===== src/hw/rtl/rle_pkg.sv =====
// Shared types and constants of the run-length block encoder.
// Used by rle_front, rle_queue, rle_back and rle_block_encoder_top.
`timescale 1ns / 1ps
`default_nettype none

package rle_pkg;

	// Coded image address space and the wider internal offset
	localparam int ADDR_W      = 16;
	localparam int ADDR_EXT_W  = ADDR_W + 2;
	localparam int OUT_ADDR_W  = 16;
	localparam int OUT_LEN_W   = 16;

	// Block size limit and the count field that holds it
	localparam int MAX_BLOCK   = 127;
	localparam int LEN_W       = $clog2(MAX_BLOCK + 1);

	// Configuration port
	localparam int CFG_DATA_W  = 16;
	localparam int CFG_IDX_W   = 2;

	// Write queue between front and back (depth is a power of two)
	localparam int QUEUE_DEPTH = 4;
	localparam int QUEUE_PTR_W = $clog2(QUEUE_DEPTH);
	localparam int QUEUE_CNT_W = $clog2(QUEUE_DEPTH + 1);

	// Image header
	localparam int HDR_BYTES   = 6;
	localparam int HDR_IDX_W   = $clog2(HDR_BYTES);

	localparam logic [ADDR_EXT_W-1:0] ADDR_LIMIT = ADDR_EXT_W'(1) << ADDR_W;
	localparam logic [ADDR_EXT_W-1:0] ADDR_CAP   = ADDR_LIMIT + ADDR_EXT_W'(256);
	localparam logic [ADDR_EXT_W-1:0] BODY_START = ADDR_EXT_W'(HDR_BYTES);

	localparam logic [7:0] RUN_FLAG   = 8'h80;
	localparam logic [7:0] HDR_CHAR_C = 8'h43;
	localparam logic [7:0] HDR_CHAR_P = 8'h50;

	typedef enum logic [CFG_IDX_W-1:0] {
		REG_COUNT_ONLY   = 2'd0,
		REG_IMAGE_WIDTH  = 2'd1,
		REG_IMAGE_HEIGHT = 2'd2
	} cfg_reg_t;

	typedef enum logic [1:0] {
		PH_EMPTY,
		PH_ONE,
		PH_RUN,
		PH_LIT
	} phase_t;

	typedef enum logic [2:0] {
		FS_IDLE,
		FS_MAIN,
		FS_CAP,
		FS_CLOSE,
		FS_PAD,
		FS_END
	} front_state_t;

	typedef enum logic {
		OP_WRITE,
		OP_END
	} op_kind_t;

	// One request from front to back: a body write, or end of image with final offset
	typedef struct packed {
		op_kind_t               kind;
		logic [ADDR_EXT_W-1:0]  addr;
		logic [7:0]             data;
	} op_t;

	// One result item
	typedef struct packed {
		logic [OUT_ADDR_W-1:0]  addr;
		logic [7:0]             data;
		logic                   wvalid;
		logic [OUT_LEN_W-1:0]   length;
		logic                   ovf;
		logic                   last;
	} result_t;

endpackage

`default_nettype wire


===== src/hw/rtl/rle_front.sv =====
// Front of the encoder: takes raw bytes, tracks the open block and issues
// body write and end-of-image requests. Depends on rle_pkg.
`timescale 1ns / 1ps
`default_nettype none

module rle_front (
	input  logic          clk,
	input  logic          arst_n,
	input  logic          item_valid,
	output logic          item_ready,
	input  logic [7:0]    item_byte,
	input  logic          item_eoi,
	output logic          op_push,
	output rle_pkg::op_t  op,
	input  logic          queue_full
);
	import rle_pkg::*;

	function automatic logic [ADDR_EXT_W-1:0] clamp_addr(input logic [ADDR_EXT_W-1:0] a);
		clamp_addr = (a > ADDR_CAP) ? ADDR_CAP : a;
	endfunction

	front_state_t           state_q, state_d, step_next;
	logic [7:0]             byte_q;
	logic                   eoi_q;
	phase_t                 phase_q, phase_d;
	logic [7:0]             run_byte_q, run_byte_d;
	logic [LEN_W-1:0]       len_q, len_d;
	logic [ADDR_EXT_W-1:0]  addr_q, addr_d;

	logic                   go, fin, accept;
	logic                   x_match, close_first, cap_hit;
	logic [7:0]             close_hdr;
	logic [ADDR_EXT_W-1:0]  close_addr;
	phase_t                 step_phase;
	logic [LEN_W-1:0]       step_len, len_inc;
	logic [7:0]             step_run_byte;
	logic                   step_en;
	logic [ADDR_EXT_W-1:0]  step_addr;

	assign go         = (state_q != FS_IDLE) && !queue_full;
	assign item_ready = (state_q == FS_IDLE) || fin;
	assign accept     = item_valid && item_ready;

	assign x_match = (byte_q == run_byte_q);
	assign len_inc = len_q + LEN_W'(1);

	// A run broken by a new byte or a literal hit by a repeat closes before the byte opens
	assign close_first = ((phase_q == PH_RUN) && !x_match) || ((phase_q == PH_LIT) && x_match);

	// Header byte and next block offset when the open block closes
	always_comb begin
		close_hdr = {1'b0, len_q};
		if (phase_q == PH_RUN) begin
			close_hdr  = RUN_FLAG | {1'b0, len_q};
			close_addr = clamp_addr(addr_q + ADDR_EXT_W'(2));
		end else begin
			close_addr = clamp_addr(addr_q + ADDR_EXT_W'(len_q) + ADDR_EXT_W'(1));
		end
	end

	// Classify the byte against the open block
	always_comb begin
		step_phase    = phase_q;
		step_len      = len_q;
		step_run_byte = run_byte_q;
		step_en       = 1'b0;
		step_addr     = addr_q + ADDR_EXT_W'(1);
		unique case (phase_q)
			PH_EMPTY: begin
				step_phase    = PH_ONE;
				step_len      = LEN_W'(1);
				step_run_byte = byte_q;
				step_en       = 1'b1;
			end
			PH_ONE: begin
				step_len = LEN_W'(2);
				if (x_match) begin
					step_phase = PH_RUN;
				end else begin
					step_phase    = PH_LIT;
					step_run_byte = byte_q;
					step_en       = 1'b1;
					step_addr     = addr_q + ADDR_EXT_W'(2);
				end
			end
			PH_RUN: begin
				step_len = len_inc;
			end
			PH_LIT: begin
				step_len      = len_inc;
				step_run_byte = byte_q;
				step_en       = 1'b1;
				step_addr     = addr_q + ADDR_EXT_W'(1) + ADDR_EXT_W'(len_q);
			end
		endcase
	end

	assign cap_hit = ((step_phase == PH_RUN) || (step_phase == PH_LIT))
		&& (step_len >= LEN_W'(MAX_BLOCK));

	// Step sequence of one byte
	always_comb begin
		fin       = 1'b0;
		step_next = state_q;
		if (go) begin
			unique case (state_q)
				FS_IDLE: begin
				end
				FS_MAIN: begin
					if (close_first) begin
						step_next = FS_MAIN;
					end else if (cap_hit) begin
						step_next = FS_CAP;
					end else if (eoi_q) begin
						step_next = FS_CLOSE;
					end else begin
						fin = 1'b1;
					end
				end
				FS_CAP: begin
					if (eoi_q) begin
						step_next = FS_CLOSE;
					end else begin
						fin = 1'b1;
					end
				end
				FS_CLOSE: step_next = FS_PAD;
				FS_PAD:   step_next = FS_END;
				FS_END:   fin = 1'b1;
			endcase
		end
	end

	// Next state: a new byte enters as the last step of the current one ends
	always_comb begin
		if (accept) begin
			state_d = FS_MAIN;
		end else if (fin) begin
			state_d = FS_IDLE;
		end else begin
			state_d = step_next;
		end
	end

	// Requests and block state updates
	always_comb begin
		op_push    = 1'b0;
		op.kind    = OP_WRITE;
		op.addr    = addr_q;
		op.data    = 8'd0;
		phase_d    = phase_q;
		run_byte_d = run_byte_q;
		len_d      = len_q;
		addr_d     = addr_q;
		if (go) begin
			unique case (state_q)
				FS_IDLE: begin
				end
				FS_MAIN: begin
					if (close_first) begin
						op_push = 1'b1;
						op.data = close_hdr;
						phase_d = PH_EMPTY;
						len_d   = '0;
						addr_d  = close_addr;
					end else begin
						op_push    = step_en;
						op.addr    = step_addr;
						op.data    = byte_q;
						phase_d    = step_phase;
						len_d      = step_len;
						run_byte_d = step_run_byte;
					end
				end
				FS_CAP, FS_CLOSE: begin
					if (phase_q != PH_EMPTY) begin
						op_push = 1'b1;
						op.data = close_hdr;
						phase_d = PH_EMPTY;
						len_d   = '0;
						addr_d  = close_addr;
					end
				end
				FS_PAD: begin
					// pad the body to an even size
					if (addr_q[0]) begin
						op_push = 1'b1;
						addr_d  = clamp_addr(addr_q + ADDR_EXT_W'(1));
					end
				end
				FS_END: begin
					op_push    = 1'b1;
					op.kind    = OP_END;
					phase_d    = PH_EMPTY;
					run_byte_d = 8'd0;
					len_d      = '0;
					addr_d     = BODY_START;
				end
			endcase
		end
	end

	// Hold control and block state
	always_ff @(posedge clk or negedge arst_n) begin
		if (!arst_n) begin
			state_q    <= FS_IDLE;
			phase_q    <= PH_EMPTY;
			run_byte_q <= 8'd0;
			len_q      <= '0;
			addr_q     <= BODY_START;
		end else begin
			state_q    <= state_d;
			phase_q    <= phase_d;
			run_byte_q <= run_byte_d;
			len_q      <= len_d;
			addr_q     <= addr_d;
		end
	end

	// Capture the accepted byte
	always_ff @(posedge clk) begin
		if (accept) begin
			byte_q <= item_byte;
			eoi_q  <= item_eoi;
		end
	end

endmodule

`default_nettype wire


===== src/hw/rtl/rle_queue.sv =====
// Short request queue that decouples the encoder front from its back.
// Depends on rle_pkg.
`timescale 1ns / 1ps
`default_nettype none

module rle_queue (
	input  logic          clk,
	input  logic          arst_n,
	input  logic          push,
	input  rle_pkg::op_t  push_op,
	output logic          full,
	input  logic          pop,
	output rle_pkg::op_t  head,
	output logic          head_valid
);
	import rle_pkg::*;

	op_t                     slot_q [QUEUE_DEPTH];
	logic [QUEUE_PTR_W-1:0]  wr_ptr_q, rd_ptr_q;
	logic [QUEUE_CNT_W-1:0]  count_q;
	logic                    do_wr, do_rd;

	assign full       = (count_q == QUEUE_CNT_W'(QUEUE_DEPTH));
	assign head_valid = (count_q != '0);
	assign head       = slot_q[rd_ptr_q];
	assign do_wr      = push && !full;
	assign do_rd      = pop && head_valid;

	// Advance pointers and fill count; pointers wrap at the power-of-two depth
	always_ff @(posedge clk or negedge arst_n) begin
		if (!arst_n) begin
			wr_ptr_q <= '0;
			rd_ptr_q <= '0;
			count_q  <= '0;
		end else begin
			if (do_wr) begin
				wr_ptr_q <= wr_ptr_q + QUEUE_PTR_W'(1);
			end
			if (do_rd) begin
				rd_ptr_q <= rd_ptr_q + QUEUE_PTR_W'(1);
			end
			unique case ({do_wr, do_rd})
				2'b10:   count_q <= count_q + QUEUE_CNT_W'(1);
				2'b01:   count_q <= count_q - QUEUE_CNT_W'(1);
				default: count_q <= count_q;
			endcase
		end
	end

	// Store the pushed request
	always_ff @(posedge clk) begin
		if (do_wr) begin
			slot_q[wr_ptr_q] <= push_op;
		end
	end

endmodule

`default_nettype wire


===== src/hw/rtl/rle_back.sv =====
// Back of the encoder: turns queued requests into result items, drops writes
// beyond the address space, and writes the image header. Depends on rle_pkg.
`timescale 1ns / 1ps
`default_nettype none

module rle_back (
	input  logic                                clk,
	input  logic                                arst_n,
	input  logic                                count_only,
	input  logic [rle_pkg::CFG_DATA_W-1:0]      image_width,
	input  logic [rle_pkg::CFG_DATA_W-1:0]      image_height,
	input  rle_pkg::op_t                        head,
	input  logic                                head_valid,
	output logic                                pop,
	output logic                                res_valid,
	input  logic                                res_ready,
	output rle_pkg::result_t                    res
);
	import rle_pkg::*;

	logic                   res_valid_q;
	result_t                res_q, res_d;
	logic                   ovf_q, ovf_d;
	logic [HDR_IDX_W-1:0]   hdr_idx_q, hdr_idx_d;

	logic                   out_free, go, load;
	logic                   addr_over, final_ovf, hdr_last;
	logic [ADDR_W-1:0]      final_len;
	logic [7:0]             hdr_byte;

	assign out_free  = !res_valid_q || res_ready;
	assign go        = head_valid && out_free;
	assign addr_over = (head.addr >= ADDR_LIMIT);
	assign final_ovf = ovf_q || addr_over;
	assign final_len = addr_over ? {ADDR_W{1'b1}} : head.addr[ADDR_W-1:0];
	assign hdr_last  = (hdr_idx_q == HDR_IDX_W'(HDR_BYTES - 1));

	// Image header bytes: tag, then width and height little-endian
	always_comb begin
		unique case (hdr_idx_q)
			HDR_IDX_W'(0): hdr_byte = HDR_CHAR_C;
			HDR_IDX_W'(1): hdr_byte = HDR_CHAR_P;
			HDR_IDX_W'(2): hdr_byte = image_width[7:0];
			HDR_IDX_W'(3): hdr_byte = image_width[15:8];
			HDR_IDX_W'(4): hdr_byte = image_height[7:0];
			HDR_IDX_W'(5): hdr_byte = image_height[15:8];
			default:       hdr_byte = 8'd0;
		endcase
	end

	// Execute the head request
	always_comb begin
		pop       = 1'b0;
		load      = 1'b0;
		res_d     = '0;
		ovf_d     = ovf_q;
		hdr_idx_d = hdr_idx_q;
		if (go) begin
			unique case (head.kind)
				OP_WRITE: begin
					pop = 1'b1;
					if (addr_over) begin
						ovf_d = 1'b1;
					end else if (!count_only) begin
						load         = 1'b1;
						res_d.addr   = OUT_ADDR_W'(head.addr[ADDR_W-1:0]);
						res_d.data   = head.data;
						res_d.wvalid = 1'b1;
						res_d.ovf    = ovf_q;
					end
				end
				OP_END: begin
					load = 1'b1;
					if (count_only) begin
						pop          = 1'b1;
						res_d.length = OUT_LEN_W'(final_len);
						res_d.ovf    = final_ovf;
						res_d.last   = 1'b1;
						ovf_d        = 1'b0;
						hdr_idx_d    = '0;
					end else begin
						res_d.addr   = OUT_ADDR_W'(hdr_idx_q);
						res_d.data   = hdr_byte;
						res_d.wvalid = 1'b1;
						res_d.ovf    = ovf_q;
						if (hdr_last) begin
							pop          = 1'b1;
							res_d.length = OUT_LEN_W'(final_len);
							res_d.ovf    = final_ovf;
							res_d.last   = 1'b1;
							ovf_d        = 1'b0;
							hdr_idx_d    = '0;
						end else begin
							hdr_idx_d = hdr_idx_q + HDR_IDX_W'(1);
						end
					end
				end
			endcase
		end
	end

	// Hold the result until taken; keep overflow and header position
	always_ff @(posedge clk or negedge arst_n) begin
		if (!arst_n) begin
			res_valid_q <= 1'b0;
			ovf_q       <= 1'b0;
			hdr_idx_q   <= '0;
		end else begin
			if (out_free) begin
				res_valid_q <= load;
			end
			ovf_q     <= ovf_d;
			hdr_idx_q <= hdr_idx_d;
		end
	end

	always_ff @(posedge clk) begin
		if (load) begin
			res_q <= res_d;
		end
	end

	assign res_valid = res_valid_q;
	assign res       = res_q;

endmodule

`default_nettype wire


===== src/hw/rtl/rle_block_encoder_top.sv =====
// Throughput: 1 byte per cycle inside a run or literal while the queue is not full; a byte
//   that closes a block and opens the next, or brings a block to 127 bytes, also takes a
//   header-write step. The final byte adds the front steps close, pad and end, and 6 header
//   results (1 in count-only mode), one result per cycle while the master side is ready.
// Reset: clears the control and configuration registers to zero and the block state to empty at body offset 6.
`timescale 1ns / 1ps
`default_nettype none

module rle_block_encoder_top (
	input  logic                                clk,
	input  logic                                arst_n,
	// configuration
	input  logic                                cfg_we,
	input  logic [rle_pkg::CFG_IDX_W-1:0]       cfg_index,
	input  logic [rle_pkg::CFG_DATA_W-1:0]      cfg_data,
	// raw bytes
	input  logic                                s_tvalid,
	output logic                                s_tready,
	input  logic [7:0]                          s_tdata,   // [7:0] data_byte
	input  logic                                s_tlast,   // end_of_image
	// coded writes
	output logic                                m_tvalid,
	input  logic                                m_tready,
	output logic [47:0]                         m_tdata,   // [15:0] write_addr, [23:16] write_byte,
	                                                       // [39:24] encoded_length, [40] overflow
	output logic                                m_tuser,   // write_valid
	output logic                                m_tlast    // last
);
	import rle_pkg::*;

	logic                   count_only_q;
	logic [CFG_DATA_W-1:0]  image_width_q, image_height_q;

	op_t                    front_op, queue_head;
	logic                   op_push, queue_full, queue_valid, queue_pop;
	result_t                res;

	// Store configuration writes
	always_ff @(posedge clk or negedge arst_n) begin
		if (!arst_n) begin
			count_only_q   <= 1'b0;
			image_width_q  <= '0;
			image_height_q <= '0;
		end else if (cfg_we) begin
			unique case (cfg_index)
				REG_COUNT_ONLY:   count_only_q   <= cfg_data[0];
				REG_IMAGE_WIDTH:  image_width_q  <= cfg_data;
				REG_IMAGE_HEIGHT: image_height_q <= cfg_data;
				default: begin
				end
			endcase
		end
	end

	rle_front u_front (
		.clk        (clk),
		.arst_n     (arst_n),
		.item_valid (s_tvalid),
		.item_ready (s_tready),
		.item_byte  (s_tdata),
		.item_eoi   (s_tlast),
		.op_push    (op_push),
		.op         (front_op),
		.queue_full (queue_full)
	);

	rle_queue u_queue (
		.clk        (clk),
		.arst_n     (arst_n),
		.push       (op_push),
		.push_op    (front_op),
		.full       (queue_full),
		.pop        (queue_pop),
		.head       (queue_head),
		.head_valid (queue_valid)
	);

	rle_back u_back (
		.clk          (clk),
		.arst_n       (arst_n),
		.count_only   (count_only_q),
		.image_width  (image_width_q),
		.image_height (image_height_q),
		.head         (queue_head),
		.head_valid   (queue_valid),
		.pop          (queue_pop),
		.res_valid    (m_tvalid),
		.res_ready    (m_tready),
		.res          (res)
	);

	// Pack the result onto the master side
	assign m_tdata = {7'd0, res.ovf, res.length, res.data, res.addr};
	assign m_tuser = res.wvalid;
	assign m_tlast = res.last;

`ifndef SYNTHESIS
	a_status_is_last: assert property (@(posedge clk) disable iff (!arst_n)
		m_tvalid && !m_tuser |-> m_tlast)
		else $error("result without a write is not the last of the image");

	a_length_on_last: assert property (@(posedge clk) disable iff (!arst_n)
		m_tvalid && !m_tlast |-> m_tdata[39:24] == 16'd0)
		else $error("encoded length shown before the last result");

	a_no_push_when_full: assert property (@(posedge clk) disable iff (!arst_n)
		op_push |-> !queue_full)
		else $error("front pushed a request into a full queue");
`endif

endmodule

`default_nettype wire

===== config.mk =====
export PLATFORM = sky130hd
export DESIGN_NAME = rle_block_encoder_top
export DESIGN_NICKNAME = d
export VERILOG_FILES = /design/src/hw/rtl/rle_pkg.sv /design/src/hw/rtl/rle_front.sv /design/src/hw/rtl/rle_queue.sv /design/src/hw/rtl/rle_back.sv /design/src/hw/rtl/rle_block_encoder_top.sv
export SDC_FILE = /design/constraint.sdc
export NUM_CORES = 1
export LEC_CHECK = 0
export ABC_CLOCK_PERIOD_IN_PS = 4860
export BUFFER_PORTS_ARGS = -buffer_cell sky130_fd_sc_hd__buf_2
export CAP_MARGIN = 20
export CORE_UTILIZATION = 59
export CTS_BUF_LIST = sky130_fd_sc_hd__clkbuf_16
export CTS_CLUSTER_DIAMETER = 200
export DETAILED_ROUTE_END_ITERATION = 6
export GPL_TIMING_DRIVEN = 0
export PLACE_DENSITY = 0.74
export REMOVE_ABC_BUFFERS = 1
export SLEW_MARGIN = 5
export SYNTH_ARGS = -nofsm -noshare
export SYNTH_HDL_FRONTEND = slang
export SYNTH_HIERARCHICAL = 1
export SYNTH_SLANG_ARGS = --single-unit

===== constraint.sdc =====
create_clock -name clk -period 4.86 [get_ports clk]
set_input_delay 0 -clock clk [delete_from_list [all_inputs] [get_ports clk]]
set_output_delay 0 -clock clk [all_outputs]
set_load 0.1 [all_outputs]

; ---- After elaboration in Yosys (flattened, before gate mapping)
; Memory sizes are Yosys's and may differ from the RTL's.
; Cells that the tools add are included.
[classes]
addsub = 11
n_mul = 0
div_mod_pow = 0
order_cmp = 5
eq_ne = 29
shifts = 0
n_mux = 78
bitwise = 1
n_reduce_logical = 42
[op_table]
columns = op, n
row1 = 18-bit two-way mux, 12
row2 = 18-bit one-hot mux with 4 select lines, 1
row3 = 18-bit by 17-bit > comparator with 1-bit output (second input constant), 3
row4 = 25-bit two-way mux, 2
row5 = 25-bit one-hot mux with 2 select lines, 1
row6 = 8-bit one-hot mux with 2 select lines, 3
row7 = 8-bit one-hot mux with 6 select lines, 1
row8 = 7-bit one-hot mux with 3 select lines, 2
row9 = 8-bit two-way mux, 5
row10 = 18-bit by 1-bit adder with 18-bit output (second input constant), 2
row11 = 18-bit by 7-bit adder with 18-bit output, 2
row12 = 18-bit one-hot mux with 2 select lines, 1
row13 = 27-bit two-way mux, 1
row14 = 1-bit two-way mux, 24
row15 = 3-bit two-way mux, 8
row16 = 18-bit by 2-bit adder with 18-bit output (second input constant), 1
row17 = 18-bit by 17-bit greater-or-equal comparator with 1-bit output (second input constant), 1
row18 = 16-bit two-way mux, 1
row19 = 3-bit == test (second input constant), 5
row20 = 7-bit two-way mux, 2
row21 = 2-bit == test (second input constant), 6
row22 = 3-bit by 2-bit == test with 1-bit output (second input constant), 4
row23 = 12-bit two-way mux, 1
row24 = 3-bit one-hot mux with 4 select lines, 1
row25 = 33 further kinds, 76
[word_totals]
regBits = 135
latch_bits = 0
mem_bits_rw = 108
romBits = 0
inputBits = 32
n_memories = 1
[mem_list]
columns = memory, depth, word_bits, read_ports, rd_ports_with_merged_regs, write_ports, line
row1 = u_queue.slot_q, 4, 27, 1, 0, 1, rle_queue.sv:18  ; op_t slot_q [QUEUE_DEPTH];

; ---- Longest topological paths before layout
[depth]
ltp_word = 14
depth_mapped = 17
depth_no_buf = 16

; ---- Cells and area by module
; The synthesis kept the hierarchy.
[modules_own_cells]
columns = module, n_inst, cells_per_inst, area_per_inst_um2, seq_area_each_um2
row1 = rle_front, 1, 757, 5698.0, 1223.7
row2 = rle_queue, 1, 178, 4335.4, 3418.3
row3 = rle_back, 1, 172, 2270.9, 1416.4
row4 = rle_block_encoder_top, 1, 79, 1398.8, 825.8

; ---- Worst setup path after synthesis
; Ideal clock, no wire load.
[synth_timing]
kind = reg2reg
startpoint = register u_front.byte_q[5]
endpoint = memory u_queue/slot_q[0][0] in the netlist's numbering (enable)
setup_ps = 386
arrival_time_ps = 3091
t_required_ps = 4474
setup_slack_ps = 1383
stages_incl_launch_ff = 10
n_path_buf = 0
synth_period_minus_slack_ps = 3477
path_cell_list = edfxtp_1 > xor2_1 > nor4_2 > nand3_1 > a21oi_1 > nand2b_1 > a21oi_1 > o21a_1 > nor2b_2 > and2_1
[synth_between]
elab_chain_cells = 10
[synth_rtl]
columns = element, line
row1 = "start, declared", rle_front.sv:24  ; logic [7:0] byte_q;
row2 = "start signal, assigned", rle_front.sv:224  ; byte_q <= item_byte;
row3 = 8-bit == test (*), rle_front.sv:45  ; assign x_match = (byte_q == run_byte_q);
row4 = "parallel branches: the longest is 3 deep, another holds 1-bit one-hot mux with 2 select lines", n/a
row5 = 1-bit two-way mux (*), rle_front.sv:161  ; if (close_first) begin
row6 = 1-bit one-hot mux with 4 select lines (*), rle_front.sv:157  ; unique case (state_q)
row7 = 1-bit two-way mux (*), rle_front.sv:156  ; if (go) begin
row8 = via op_push, rle_block_encoder_top.sv:35  ; logic op_push, queue_full, queue_valid, queue_pop;
row9 = 1-bit logical AND (*), rle_queue.sv:26  ; assign do_wr = push && !full;
row10 = 1-bit two-way mux (*), rle_queue.sv:52  ; if (do_wr) begin
row11 = 1-bit two-way mux (not written as such) (*), rle_queue.sv:53  ; slot_q[wr_ptr_q] <= push_op;
row12 = "end, declared", rle_queue.sv:18
; Mark *: on every way through the listed nets, which the timed path passes.

; ---- Worst setup path after layout
[layout_timing]
startpoint = register u_front.byte_q[5]
endpoint = register u_queue.count_q[2]
[layout_between]
elab_chain_cells = 10
[layout_rtl]
columns = element, line
row1 = 8-bit == test (*), rle_front.sv:45
row2 = "parallel branches: the longest is 3 deep, another holds 1-bit one-hot mux with 2 select lines", n/a
row3 = 1-bit two-way mux (*), rle_front.sv:161
row4 = 1-bit one-hot mux with 4 select lines (*), rle_front.sv:157
row5 = 1-bit two-way mux (*), rle_front.sv:156
row6 = via op_push, rle_block_encoder_top.sv:35
row7 = 1-bit logical AND (*), rle_queue.sv:26
row8 = 2-bit by 1-bit == test with 1-bit output or 2-bit == test (tied branches), rle_queue.sv:42  ; unique case ({do_wr, do_rd})
row9 = 3-bit one-hot mux with 2 select lines or 2-bit nonzero test (tied branches), n/a
row10 = "end signal, assigned", rle_queue.sv:43  ; 2'b10: count_q <= count_q + QUEUE_CNT_W'(1);
row11 = "end signal, assigned", rle_queue.sv:44  ; 2'b01: count_q <= count_q - QUEUE_CNT_W'(1);
row12 = "end signal, assigned", rle_queue.sv:45  ; default: count_q <= count_q;
row13 = "end, declared", rle_queue.sv:20  ; logic [QUEUE_CNT_W-1:0] count_q;
; Marks and branches as above.
; A chain may end at the register's enable or synchronous reset.

==> metrics.csv <==
metric;value;unit
yosys_warnings;6;
io_buffer_count;76;
synth.distinct_cells;100;
path_max_fanout;12;
num_rows;55;
firstDrtPassIters;6;
routabilityCongestion;0.975;
final_hold_viol_count;0;
via_per_inst;6.54;
yosys_register_bits;243;
grt_max_degree;46;
drive_gt1_frac;0.184;
leakage;5.83;nW
min_period;4.53;ns
finalSetupTns;0;ns
antenna_found_initial;0;
clk_latency;0.53;ns
drt_iter0_markers;1026;
final_cell_mix;160 x edfxtp_1, 82 x nor2_1, 80 x dfrtp_1;
via_count;10300;
drt-total-wl;34700;µm
syn-cell-area;0.0137;mm²
placedCellCount;1488;
avgSynthCellArea;11.6;µm²
cts.sinks;243;
placed_area;0.0142;mm²
fmax;0.221;GHz
use_met2;0.491;
top_usage_layer;met2;
grtUsageTotal;0.295;
max_slew.worst_pin.slew;1.12;ns
crit_type;reg2reg;
overflow;0;
dpl.hpwl;23700;µm
status;completed;
diodes;0;
crit_path_end_kind;flop;
maxSlewViolCount;0;
fp.dieH;154;µm
startpoint_type;flop;
drv_cap;0;
nets;1327;
setup_viol;0;
numCtsBuffers;27;
grt_pass1_wl;54900;µm
start_util;0.603;
root_buffer;clkbuf_16;
drc;0;
final_cell_count_no_fill;1568;
ir_drop;0.453;mV
relSlewSlack;0.253;
area_growth;12.3;%
hold_path.class;in2async;
ant_nets;0;
rsz0062_at_grt;false;
final.setup_skew;0.0172;ns
final_cell_area;0.0154;mm²
syn_inst;1186;
ys_seq_area_frac;0.502;
wl_per_cell;22.1;µm
layout_worst_path_cycle_share;0.932;
synth_edf_count;160;
powerDensity;707;mW/mm²
grt_use_met1;0.403;
use_met3;0.0361;
dieArea;0.0238;mm²
required;5.31;ns
path_clk_slew;0.06;ns
utilization;0.677;
grt_pass1_vias;9931;
die_w;154;µm
cts-htree-levels;1;
cts_buffer_depth;3;
post-cts-setup-buffers;0;
final_common_cell;edfxtp_1;
num_io_pins;84;
cts_tree;done;
coreArea;0.0227;mm²
async_flop_share;0.342;
synth_ff_type;edfxtp_1;
crit_arrival;4.98;ns
[cell families after synthesis]
logic type	after synthesis	synth area share
buf+inv	108	0.0399
flops	243	0.502
other cells	1	0.000274
fa+ha+maj	32	0.0309
mux	80	0.0925
simple gates	383	0.153
xor+xnor	56	0.0358
compound gates	283	0.145
[power by group]
part / switching (mW) / internal [mW]
clock: 0.823 / 1.12
combinational: 3.79 / 1.52
sequential: 0.500 / 3.13
[layer usage]
metal,vias to the layer above,part of all wire
met5,-,0
met4,0,0.031
met3,89,0.068
met2,504,0.48
met1,4985,0.42
li1,4674,-
[final timing paths]
check	endpoint	startpoint	slack, ns	cells past startpoint
hold / removal	u_front/run_byte_q[2]$_DFFE_PN0P_	arst_n	0.03	2
setup / recovery	u_queue/count_q[2]$_DFFE_PN0P_	u_front/byte_q[5]$_DFFE_PP_	0.33	16
min in group clk	count_only_q$_DFFE_PN0P_	cfg_we	0.04	3
hold reg to reg	u_front/run_byte_q[3]$_DFFE_PN0P_	u_front/run_byte_q[3]$_DFFE_PN0P_	0.51	2
max in group asynchronous	u_queue/rd_ptr_q[0]$_DFFE_PN0P_	arst_n	4.19	3
setup reg to reg	u_queue/count_q[2]$_DFFE_PN0P_	u_front/byte_q[5]$_DFFE_PP_	0.33	16
[state kept, by name (all words and copies together), names as in the netlist]
register / flops
image_width_q: 16
u_front/phase_q: 2
u_back/hdr_idx_q: 3
u_back/res_valid: 1
u_front/eoi_q: 1
u_front/len_q: 7
u_front/byte_q: 8
count_only_q: 1
u_queue/wr_ptr_q: 2
u_front/state_q: 3
u_back/ovf_q: 1
u_back/res: 43
image_height_q: 16
u_front/addr_q: 18
u_queue/slot_q: 108
u_queue/rd_ptr_q: 2
u_front/run_byte_q: 8
u_queue/count_q: 3
[area by class of cell]
type,instances,area [µm²]
Clock buffer,27,676
Multi-Input combinational cell,841,6330
Clock inverter,22,169
Fill cell,1672,7330
Inverter,35,131
Tap cell,285,357
Sequential cell,243,6890
Timing Repair Buffer,115,840
[synthesized netlist by cell type, drive strengths merged (31+ instances only)]
master	n	area [µm²]
edfxtp	160	4800
nor2	84	339
dfrtp	81	2030
nand2	78	293
o21ai	64	328
nor3	44	225
buf	42	299
mux2	40	526
xnor2	34	298
inv	33	124
a21oi	32	160
and2	32	200
clkbuf	31	116
nand3	31	165
[stage by stage]
| step | power, mW | worst slack, ns | hold WS, ns |
|---|---|---|---|
| detailed placement | 8.86 | 0.378 | 0.0485 |
| global placement | 8.61 | 0.0151 | 0.177 |
| floorplan | 7.50 | 1.20 | -0.296 |
| finish | 10.9 | 0.331 | 0.0288 |
| CTS | 10.8 | 0.294 | 0.0164 |
| global route | 11.4 | 0.0486 | 0.0369 |
[worst max-delay path, stage by stage (launching register included)]
cell and delay [ns]:
edfxtp_1 0.42, xor2_1 0.17, nor4_2 0.71, nand2_1 0.52, nand2_1 0.54, nand2_1 0.10, a31oi_1 0.17, a211oi_1 0.07
o21a_1 0.20, nor2b_2 0.21, inv_1 0.13, ha_1 0.20, inv_1 0.07, fa_1 0.43, xor2_1 0.16, nor2_1 0.15
xor2_1 0.18
[what timing repair did]
| item | CTS | global route |
|---|---|---|
| setup endpoints to repair | 0 | 5 |
| endpoints found under the hold margin | 128 | 0 |
| gates resized for setup | 0 | 2 |
| hold buffers | 30 | 0 |
Note: power is estimated with default switching activity, not from simulation.
